<file path="src/sv/pgmsp_pkg.sv">
// ----------------------------------------------------------------------------
// PGM stream parser package
// Shared types and character constants for the binary greyscale image parser.
// ----------------------------------------------------------------------------
`default_nettype none

package pgmsp_pkg;

  typedef enum logic [3:0] {
    PH_WAIT_P    = 4'd0,
    PH_WAIT_5    = 4'd1,
    PH_SEP       = 4'd2,
    PH_W_FIRST   = 4'd3,
    PH_W_COMMENT = 4'd4,
    PH_W_DIGITS  = 4'd5,
    PH_H_DIGITS  = 4'd6,
    PH_M_FIRST   = 4'd7,
    PH_M_COMMENT = 4'd8,
    PH_M_DIGITS  = 4'd9,
    PH_PIXELS    = 4'd10,
    PH_DONE      = 4'd11,
    PH_ERROR     = 4'd12
  } phase_t;

  typedef enum logic [1:0] {
    KIND_HEADER = 2'd0,
    KIND_PIXEL  = 2'd1,
    KIND_ERROR  = 2'd2,
    KIND_IGNORE = 2'd3
  } kind_t;

  typedef enum logic [1:0] {
    ERR_MAGIC  = 2'd0,
    ERR_MAXVAL = 2'd1,
    ERR_DIM    = 2'd2
  } err_t;

  localparam logic [7:0] CH_P     = 8'h50;
  localparam logic [7:0] CH_5     = 8'h35;
  localparam logic [7:0] CH_HASH  = 8'h23;
  localparam logic [7:0] CH_NL    = 8'h0A;
  localparam logic [7:0] CH_SPACE = 8'd32;
  localparam logic [7:0] CH_ZERO  = 8'd48;
  localparam logic [7:0] CH_NINE  = 8'd57;
  localparam logic [8:0] MAXVAL_OK = 9'd255;

  // Parser state apart from the two dimension accumulators.
  typedef struct packed {
    phase_t      phase;
    logic [8:0]  maxval;
    logic [11:0] col;
    logic [11:0] row;
  } pgmsp_state_t;

  typedef struct packed {
    kind_t       kind;
    logic [7:0]  pixel;
    logic [11:0] col;
    logic [11:0] row;
    logic        last;
    err_t        err;
  } pgmsp_result_t;

endpackage

`default_nettype wire

</file>
<file path="src/sv/pgmsp_step.sv">
// ----------------------------------------------------------------------------
// PGM stream parser step
// Combinational next-state and result logic for one byte of the file.
// ----------------------------------------------------------------------------
`default_nettype none

module pgmsp_step #(
  parameter int DIM_W   = 13,
  parameter int MAX_DIM = 4096
) (
  input  wire logic [7:0]           data_byte,
  input  wire logic                 start_of_file,
  input  wire pgmsp_pkg::pgmsp_state_t state,
  input  wire logic [DIM_W-1:0]     width_acc,
  input  wire logic [DIM_W-1:0]     height_acc,
  output pgmsp_pkg::pgmsp_state_t   state_next,
  output logic [DIM_W-1:0]          width_acc_next,
  output logic [DIM_W-1:0]          height_acc_next,
  output pgmsp_pkg::pgmsp_result_t  result
);
  import pgmsp_pkg::*;

  localparam int VW = DIM_W + 4;
  localparam int CW = (DIM_W > 13) ? DIM_W : 13;
  localparam logic [VW-1:0] MAX_V = VW'(MAX_DIM);

  pgmsp_state_t     cur;
  logic [DIM_W-1:0] w_cur;
  logic [DIM_W-1:0] h_cur;
  logic             is_digit;
  logic [3:0]       digit;
  logic [VW-1:0]    w_prod;
  logic [VW-1:0]    h_prod;
  logic [12:0]      m_prod;
  logic [12:0]      col_inc;
  logic [12:0]      row_inc;
  logic [CW-1:0]    col_inc_ext;
  logic [CW-1:0]    row_inc_ext;
  logic [CW-1:0]    width_ext;
  logic [CW-1:0]    height_ext;
  pgmsp_state_t     nxt;
  pgmsp_result_t    res;

  // A start flag restarts parsing on this very byte.
  always_comb begin
    if (start_of_file) begin
      cur.phase  = PH_WAIT_P;
      cur.maxval = '0;
      cur.col    = '0;
      cur.row    = '0;
      w_cur      = '0;
      h_cur      = '0;
    end else begin
      cur   = state;
      w_cur = width_acc;
      h_cur = height_acc;
    end
  end

  assign is_digit = (data_byte >= CH_ZERO) && (data_byte <= CH_NINE);
  assign digit    = 4'(data_byte - CH_ZERO);

  // Multiply by ten as two shifts and an add.
  assign w_prod = (VW'(w_cur) << 3) + (VW'(w_cur) << 1) + VW'(digit);
  assign h_prod = (VW'(h_cur) << 3) + (VW'(h_cur) << 1) + VW'(digit);
  assign m_prod = (13'(cur.maxval) << 3) + (13'(cur.maxval) << 1) + 13'(digit);

  assign col_inc     = 13'(cur.col) + 13'd1;
  assign row_inc     = 13'(cur.row) + 13'd1;
  assign col_inc_ext = CW'(col_inc);
  assign row_inc_ext = CW'(row_inc);
  assign width_ext   = CW'(w_cur);
  assign height_ext  = CW'(h_cur);

  always_comb begin
    nxt             = cur;
    width_acc_next  = w_cur;
    height_acc_next = h_cur;
    res             = '0;
    res.kind        = KIND_HEADER;
    res.err         = ERR_MAGIC;
    case (cur.phase)
      PH_WAIT_P: begin
        if (data_byte == CH_P) nxt.phase = PH_WAIT_5;
        else begin
          res.kind = KIND_ERROR;
          res.err  = ERR_MAGIC;
        end
      end
      PH_WAIT_5: begin
        if (data_byte == CH_5) nxt.phase = PH_SEP;
        else begin
          res.kind = KIND_ERROR;
          res.err  = ERR_MAGIC;
        end
      end
      PH_SEP: nxt.phase = PH_W_FIRST;
      PH_W_COMMENT: begin
        if (data_byte == CH_NL) nxt.phase = PH_W_DIGITS;
      end
      PH_M_COMMENT: begin
        if (data_byte == CH_NL) nxt.phase = PH_M_DIGITS;
      end
      PH_W_FIRST, PH_W_DIGITS: begin
        if (cur.phase == PH_W_FIRST && data_byte == CH_HASH) begin
          nxt.phase = PH_W_COMMENT;
        end else if (data_byte == CH_SPACE) begin
          if (w_cur == '0) begin
            res.kind = KIND_ERROR;
            res.err  = ERR_DIM;
          end else begin
            nxt.phase = PH_H_DIGITS;
          end
        end else if (!is_digit || w_prod > MAX_V) begin
          res.kind = KIND_ERROR;
          res.err  = ERR_DIM;
        end else begin
          width_acc_next = w_prod[DIM_W-1:0];
          nxt.phase      = PH_W_DIGITS;
        end
      end
      PH_H_DIGITS: begin
        if (data_byte == CH_NL) begin
          if (h_cur == '0) begin
            res.kind = KIND_ERROR;
            res.err  = ERR_DIM;
          end else begin
            nxt.phase = PH_M_FIRST;
          end
        end else if (!is_digit || h_prod > MAX_V) begin
          res.kind = KIND_ERROR;
          res.err  = ERR_DIM;
        end else begin
          height_acc_next = h_prod[DIM_W-1:0];
        end
      end
      PH_M_FIRST, PH_M_DIGITS: begin
        if (cur.phase == PH_M_FIRST && data_byte == CH_HASH) begin
          nxt.phase = PH_M_COMMENT;
        end else if (data_byte == CH_NL) begin
          if (cur.maxval != MAXVAL_OK) begin
            res.kind = KIND_ERROR;
            res.err  = ERR_MAXVAL;
          end else begin
            nxt.phase = PH_PIXELS;
          end
        end else if (is_digit && m_prod <= 13'(MAXVAL_OK)) begin
          nxt.maxval = m_prod[8:0];
          nxt.phase  = PH_M_DIGITS;
        end else begin
          res.kind = KIND_ERROR;
          res.err  = ERR_MAXVAL;
        end
      end
      PH_PIXELS: begin
        res.kind  = KIND_PIXEL;
        res.pixel = data_byte;
        res.col   = cur.col;
        res.row   = cur.row;
        if (col_inc_ext >= width_ext) begin
          nxt.col = '0;
          if (row_inc_ext >= height_ext) begin
            res.last  = 1'b1;
            nxt.phase = PH_DONE;
          end else begin
            nxt.row = row_inc[11:0];
          end
        end else begin
          nxt.col = col_inc[11:0];
        end
      end
      default: res.kind = KIND_IGNORE;
    endcase
    if (res.kind == KIND_ERROR) nxt.phase = PH_ERROR;
  end

  assign state_next = nxt;
  assign result     = res;

endmodule

`default_nettype wire

</file>
<file path="src/sv/pgm_binary_stream_parser.sv">
// ----------------------------------------------------------------------------
// PGM binary stream parser
// Parses a P5 greyscale image file byte by byte and reports every pixel.
// ----------------------------------------------------------------------------
// Bytes of the file enter on the slave channel, one per request; tuser set
// marks the first byte of a new file and restarts the parser on that byte.
// Every byte gives exactly one result request on the master channel: a header
// byte, a pixel with its column and row, an error with its code, or an
// ignored byte. tlast marks the final pixel of the image. After an error or
// the last pixel, bytes are ignored until the next start flag.
// The header fields are decoded in combinational logic between the accepted
// byte and the result register; one byte can be taken on every clock while
// the receiver keeps up. The result register frees up in the same cycle in
// which the receiver takes its contents, so a stalled receiver only holds off
// the input while a result is waiting, and no byte is lost or repeated.
// The synchronous reset empties the result register and returns the parser
// to waiting for the magic; parsing also begins without a start flag.
// ----------------------------------------------------------------------------
`default_nettype none

module pgm_binary_stream_parser #(
  parameter int MAX_DIM = 4096
) (
  input  wire logic        clk,
  input  wire logic        rst,
  input  wire logic        s_axis_tvalid,
  output logic             s_axis_tready,
  input  wire logic [7:0]  s_axis_tdata,   // [7:0] data_byte
  input  wire logic        s_axis_tuser,   // [0] start_of_file
  output logic             m_axis_tvalid,
  input  wire logic        m_axis_tready,
  // [7:0] pixel_value, [19:8] col, [31:20] row, [44:32] image_width,
  // [57:45] image_height, [59:58] error_code, [63:60] zero
  output logic [63:0]      m_axis_tdata,
  output logic             m_axis_tlast,   // last_pixel
  output logic [1:0]       m_axis_tuser    // [1:0] kind
);
  import pgmsp_pkg::*;

  localparam int DIM_W = $clog2(MAX_DIM + 1);
  localparam int EW    = (DIM_W > 13) ? DIM_W : 13;

  pgmsp_state_t     state;
  pgmsp_state_t     state_next;
  logic [DIM_W-1:0] width_acc;
  logic [DIM_W-1:0] width_acc_next;
  logic [DIM_W-1:0] height_acc;
  logic [DIM_W-1:0] height_acc_next;
  pgmsp_result_t    step_result;
  pgmsp_result_t    out_result;
  logic [EW-1:0]    width_ext;
  logic [EW-1:0]    height_ext;
  logic [12:0]      out_width;
  logic [12:0]      out_height;
  logic             out_valid;
  logic             accept;

  assign s_axis_tready = !out_valid || m_axis_tready;
  assign accept        = s_axis_tvalid && s_axis_tready;

  pgmsp_step #(
    .DIM_W   (DIM_W),
    .MAX_DIM (MAX_DIM)
  ) u_step (
    .data_byte       (s_axis_tdata),
    .start_of_file   (s_axis_tuser),
    .state           (state),
    .width_acc       (width_acc),
    .height_acc      (height_acc),
    .state_next      (state_next),
    .width_acc_next  (width_acc_next),
    .height_acc_next (height_acc_next),
    .result          (step_result)
  );

  assign width_ext  = EW'(width_acc_next);
  assign height_ext = EW'(height_acc_next);

  always_ff @(posedge clk) begin
    if (rst) begin
      state.phase  <= PH_WAIT_P;
      state.maxval <= '0;
      state.col    <= '0;
      state.row    <= '0;
      width_acc    <= '0;
      height_acc   <= '0;
      out_valid    <= 1'b0;
    end else begin
      if (accept) begin
        state      <= state_next;
        width_acc  <= width_acc_next;
        height_acc <= height_acc_next;
        out_valid  <= 1'b1;
      end else if (m_axis_tready) begin
        out_valid <= 1'b0;
      end
    end
  end

  always_ff @(posedge clk) begin
    if (accept) begin
      out_result <= step_result;
      out_width  <= width_ext[12:0];
      out_height <= height_ext[12:0];
    end
  end

  assign m_axis_tvalid = out_valid;
  assign m_axis_tdata  = {4'b0, out_result.err, out_height, out_width,
                          out_result.row, out_result.col, out_result.pixel};
  assign m_axis_tlast  = out_result.last;
  assign m_axis_tuser  = out_result.kind;

endmodule

`default_nettype wire

</file>
<file path="config.mk">
export PLATFORM = sky130hd
export DESIGN_NAME = pgm_binary_stream_parser
export DESIGN_NICKNAME = d
export VERILOG_FILES = /design/src/sv/pgmsp_pkg.sv /design/src/sv/pgmsp_step.sv /design/src/sv/pgm_binary_stream_parser.sv
export SDC_FILE = /design/constraint.sdc
export NUM_CORES = 1
export LEC_CHECK = 0
export BUFFER_PORTS_ARGS = -buffer_cell sky130_fd_sc_hd__buf_4
export CAP_MARGIN = 20
export CORE_MARGIN = 5
export CORE_UTILIZATION = 35
export CTS_CLUSTER_DIAMETER = 200
export CTS_CLUSTER_SIZE = 10
export DETAILED_ROUTE_END_ITERATION = 16
export GPL_ROUTABILITY_DRIVEN = 0
export PLACE_DENSITY = 0.6
export SLEW_MARGIN = 10
export SYNTH_ARGS = -nofsm -noshare
export SYNTH_HDL_FRONTEND = slang
export SYNTH_SLANG_ARGS = --single-unit
</file>
<file path="constraint.sdc">
create_clock -name clk -period 4.89 [get_ports clk]
set_clock_uncertainty 0.1 [all_clocks]
set_input_delay 0.489 -clock clk [delete_from_list [all_inputs] [get_ports clk]]
set_output_delay 0.489 -clock clk [all_outputs]
set_load 0.05 [all_outputs]
</file>
[Yosys cells after proc, flatten, opt, wreduce, memory -nomap -nowiden]
Cells that the tools add are included.
Storage, ports and cells
  register bits after elaboration: 127
  logic and storage cells: 123
Cells by class
  add/sub/neg operators: 9
  order comparisons: 7
  eq/ne operators: 17
  muxes and demuxes: 57
  reductions and logical operators: 18
Operators with widths (count)
  $mux W13: 10
  $mux W4: 16
  $mux W37: 1
  $mux W12: 3
  $pmux W4 S9: 1
  $add A16 B14 Y17: 2
  $add A17 B4 Y17: 2
  $gt A17 B13 Y1 const B: 2
  $mux W2: 15
  $mux W9: 3
  $add A12 B1 Y13 const B: 2
  $ge A13 B13 Y1: 2
  $logic_not A13 Y1: 2
  $eq A8 B6 Y1 const B: 3
  $mux W24: 1
  $eq A4 B3 Y1 const B: 4
  $pmux W2 S7: 1
  $add A12 B10 Y13: 1
  $add A13 B4 Y13: 1
  $le A13 B8 Y1 const B: 1
  $eq A4 B4 Y1 const B: 3
  $ne A9 B8 Y1 const B: 1
  $eq A4 B2 Y1 const B: 2
  $eq A8 B4 Y1 const B: 1
  other kinds (16): 28

[Logic depth before layout (Yosys ltp)]
  depth in word-level cells: 11
  mapped depth: 25
  depth with buffers taken out: 19

[Cells and area by module]
From an unflattened synthesis, not the netlist that was laid out.
Unflattened totals
  cells, all modules: 1132
  area total of the unflattened synthesis: 9933.3 µm²
By module, submodules not included
  pgmsp_step: times used 1, cells each 772, area an instance 5235.0 µm²
  pgm_binary_stream_parser: times used 1, cells each 360, area an instance 4698.3 µm²

[Least setup slack after synthesis]
Ideal clock, no wire load.
  path kind: input-to-reg
  start: input s_axis_tuser
  end: register state[4] (netlist name)
  library setup time: 138 ps
  data arrival time: 4735 ps
  data required time: 4652 ps
  path slack: -83 ps
  stages: 24
  buffers on the path: 6
  cells stage by stage: clkbuf_1 -> clkbuf_1 -> clkbuf_1 -> clkbuf_1 -> nor2b_1 -> ha_1 -> nand3_1 -> nor3_1 -> inv_1 -> nor3_1 -> nand2_1 -> xor2_1 -> nor2_1 -> ha_1 -> and3_1 -> a221o_1 -> a21oi_1 -> o211a_1 -> nor2_1 -> and2_1 -> clkbuf_1 -> clkbuf_1 -> a41oi_1 -> a311oi_1
RTL lines
  from (decl): RTL line pgm_binary_stream_parser.sv:29  | input wire logic s_axis_tuser,

==> reports/qor.yml <==
overflow: 0
clk_latency_ps: 420
ctsLongestPathBuffers: 2
synth_ff_type: "dfxtp_1"
ant_nets: 0
hpwlAfterDp_mm: 17.71
portBuffers: 77
area_growth_pct: 18.76
hold_viol: 0
synth_compound_area_share_pct: 18.03
ios: 82
cp.arrival_ps: 4680
crit_path_start_kind: "flop"
clk_pin_slew_worst_paths_ps: 60
hold_path_depth: 3
cts_root_buf: "clkbuf_16"
yosys.area_share.adder_pct: 14.10
path_cells: "nor2b_1, ha_1, nand3_1, nor3_2, inv_1, nor3_1, nand2_1, xor2_1, nor2_1, ha_1, and3_1, a221o_1, a21oi_2, o211a_1, nor2_1, and2_1, buf_4, a21o_1, a311oi_1"
drt_wl_total_mm: 23.96
critPathMaxStageDelay_ps: 450
synthSimpleGateAreaFrac_pct: 20.33
layout.nets: 1190
leakage_uw: 0.004745
muxShareOfSynthArea_pct: 2.879
antenna_found_initial: 0
fill_cells: 2537
cts_buffers: 17
synth_edf_count: 63
grt_use_total_pct: 16.42
fin_setup_tns_ps: 0
r2r_cells: 19
initial_core_util_pct: 35.62
grt_pass1_wl_mm: 38.12
cts-resized-gates: 0
synth_warnings: 0
drtPass1Iterations: 5
synth.distinct_cells: 71
hold-worst-slack_ps: 223.3
required_ps: 5110
cts_sinks: 127
fmax_mhz: 224.1
critPathKind: "reg2reg"
grt_setup_unrepaired: "false"
finalMaxSlewViolations: 0
hold_path.class: "in2reg"
hold_buffers: 0
first_iter_violations: 421
die_w_um: 170.3
coreArea_um2: 25250
grt_max_degree: 51
avgSynthCellArea_um2: 9.014
fin_crit_sh_pct: 91.24
synth_top_family_by_area: "simple AND/OR/NAND/NOR gates"
first_global_vias: 7236
post_cts_buffers: 0
viasPerCell: 5.310
drive_gt1_share_pct: 15.86
slew_headroom_pct: 42.75
cts_tree: "built"
setup_viol: 0
fp-row-count: 58
synthCells: 998
synthesis.area_um2: 8996
dieArea_um2: 29010
status: "complete, no violations"
ys_ff_latch: 127
vdd_drop_max_mv: 0.1824
routedWlPerCell_um: 16.86
diodes: 0
yosysSeqAreaShare_pct: 35.27
synthArstFlopShare_pct: 0
final_cell_mix: "buf_4 (109), ha_1 (95), nand2_1 (84)"
htreeDepth: 4
final.min_clock_period_ps: 4462
vias: 7546
worstSetupEndpointType: "flop"
synth_xor_area_share_pct: 4.673
worst_slew_pin_slew_ps: 854.8
cp_slowest_cell: "dfxtp_1"
p_per_area_nw_per_um2: 268.0
drc: 0
critPathMaxFanout: 13
die_h_um: 170.3
drv_cap: 0
final_common_cell: "buf_4"
area by class of cell:
| type | instances | area (um^2) | area share, % |
|---|---|---|---|
| multi-input cells | 769 | 5423 | 50.76 |
| clock buffers | 17 | 425.4 | 3.982 |
| inverters | 52 | 197.7 | 1.850 |
| clock inverters | 15 | 193.9 | 1.815 |
| well taps | 330 | 412.9 | 3.865 |
| repair buffers | 111 | 858.3 | 8.034 |
| flip-flops and latches | 127 | 3173 | 29.70 |
flip-flops by register name (all words and copies together) (netlist names):
name / count
state: 37
height_acc: 13
width_acc: 13
out_width: 13
m_axis_tlast: 1
m_axis_tuser: 2
out_height: 13
m_axis_tvalid: 1
m_axis_tdata: 34
stage by stage:
stage / power (uW) / setup WS [ps] / cells / utilization, % / area (um^2)
final: 2863 / 428.5 / 1421 / 42.31 / 10680
after detailed placement: 1545 / 88.40 / 1389 / 39.85 / 10060
after global routing: 2970 / 129.6 / 1421 / 42.31 / 10680
after global placement: 1544 / 154.3 / 1389 / 39.85 / 10060
after CTS: 2891 / 404.0 / 1421 / 42.31 / 10680
after floorplan: 1436 / 68.03 / 1001 / - / 9016
synthesized netlist by cell type (20+ instances only):
library cell | instances | area [um^2]
ha_1 | 95 | 1189
nand2_1 | 84 | 315.3
nor2_1 | 68 | 255.2
dfxtp_1 | 64 | 1281
edfxtp_1 | 63 | 1892
o21ai_0 | 61 | 305.3
inv_1 | 52 | 195.2
a21oi_1 | 50 | 250.2
clkbuf_1 | 40 | 150.1
nand3_1 | 39 | 195.2
and2_1 | 37 | 231.5
nor2b_1 | 29 | 181.4
xnor2_1 | 28 | 245.2
a21o_1 | 23 | 172.7
xor2_1 | 20 | 175.2
cells by family after synthesis:
kind of cell | count (synthesis)
other cells | 1
flops | 127
mux | 22
fa+ha+maj | 99
buf+inv | 105
xor+xnor | 48
simple gates | 355
compound gates | 241
critical path, delay by kind of cell (launching register included):
kind | cells | cell delay [ps]
adders and majority gates | 2 | 490
and+or+nand+nor | 9 | 1720
DFF | 1 | 450
xor gates and xnor gates | 1 | 140
AOI/OAI and AO/OA | 5 | 1190
buffers and inverters | 2 | 260
report_power, final:
part           total (uW)  internal (uW)  leakage (uW)  switching, uW
registers            1170           1150       0.00115           19.2
clock network        1340            849      0.000290            492
logic                 350            105       0.00331            245
total                2860           2110       0.00474            757
routing by layer:
layer | wire length (um) | global-route usage (%) | up-vias
met5 | 0 | 0 | -
met2 | 11300 | 27.08 | 165
met4 | 616 | 5.660 | 0
met1 | 11100 | 21.60 | 3548
li1 | - | - | 3793
met3 | 947 | 3.159 | 40
final timing paths:
check	slack [ps]	to	start
max	430	state[9]	state[12]
min	220	m_axis_tvalid	s_axis_tvalid
max reg2reg	430	state[9]	state[12]
min reg2reg	390	state[28]	state[28]
(Power assumes the default switching activity.)
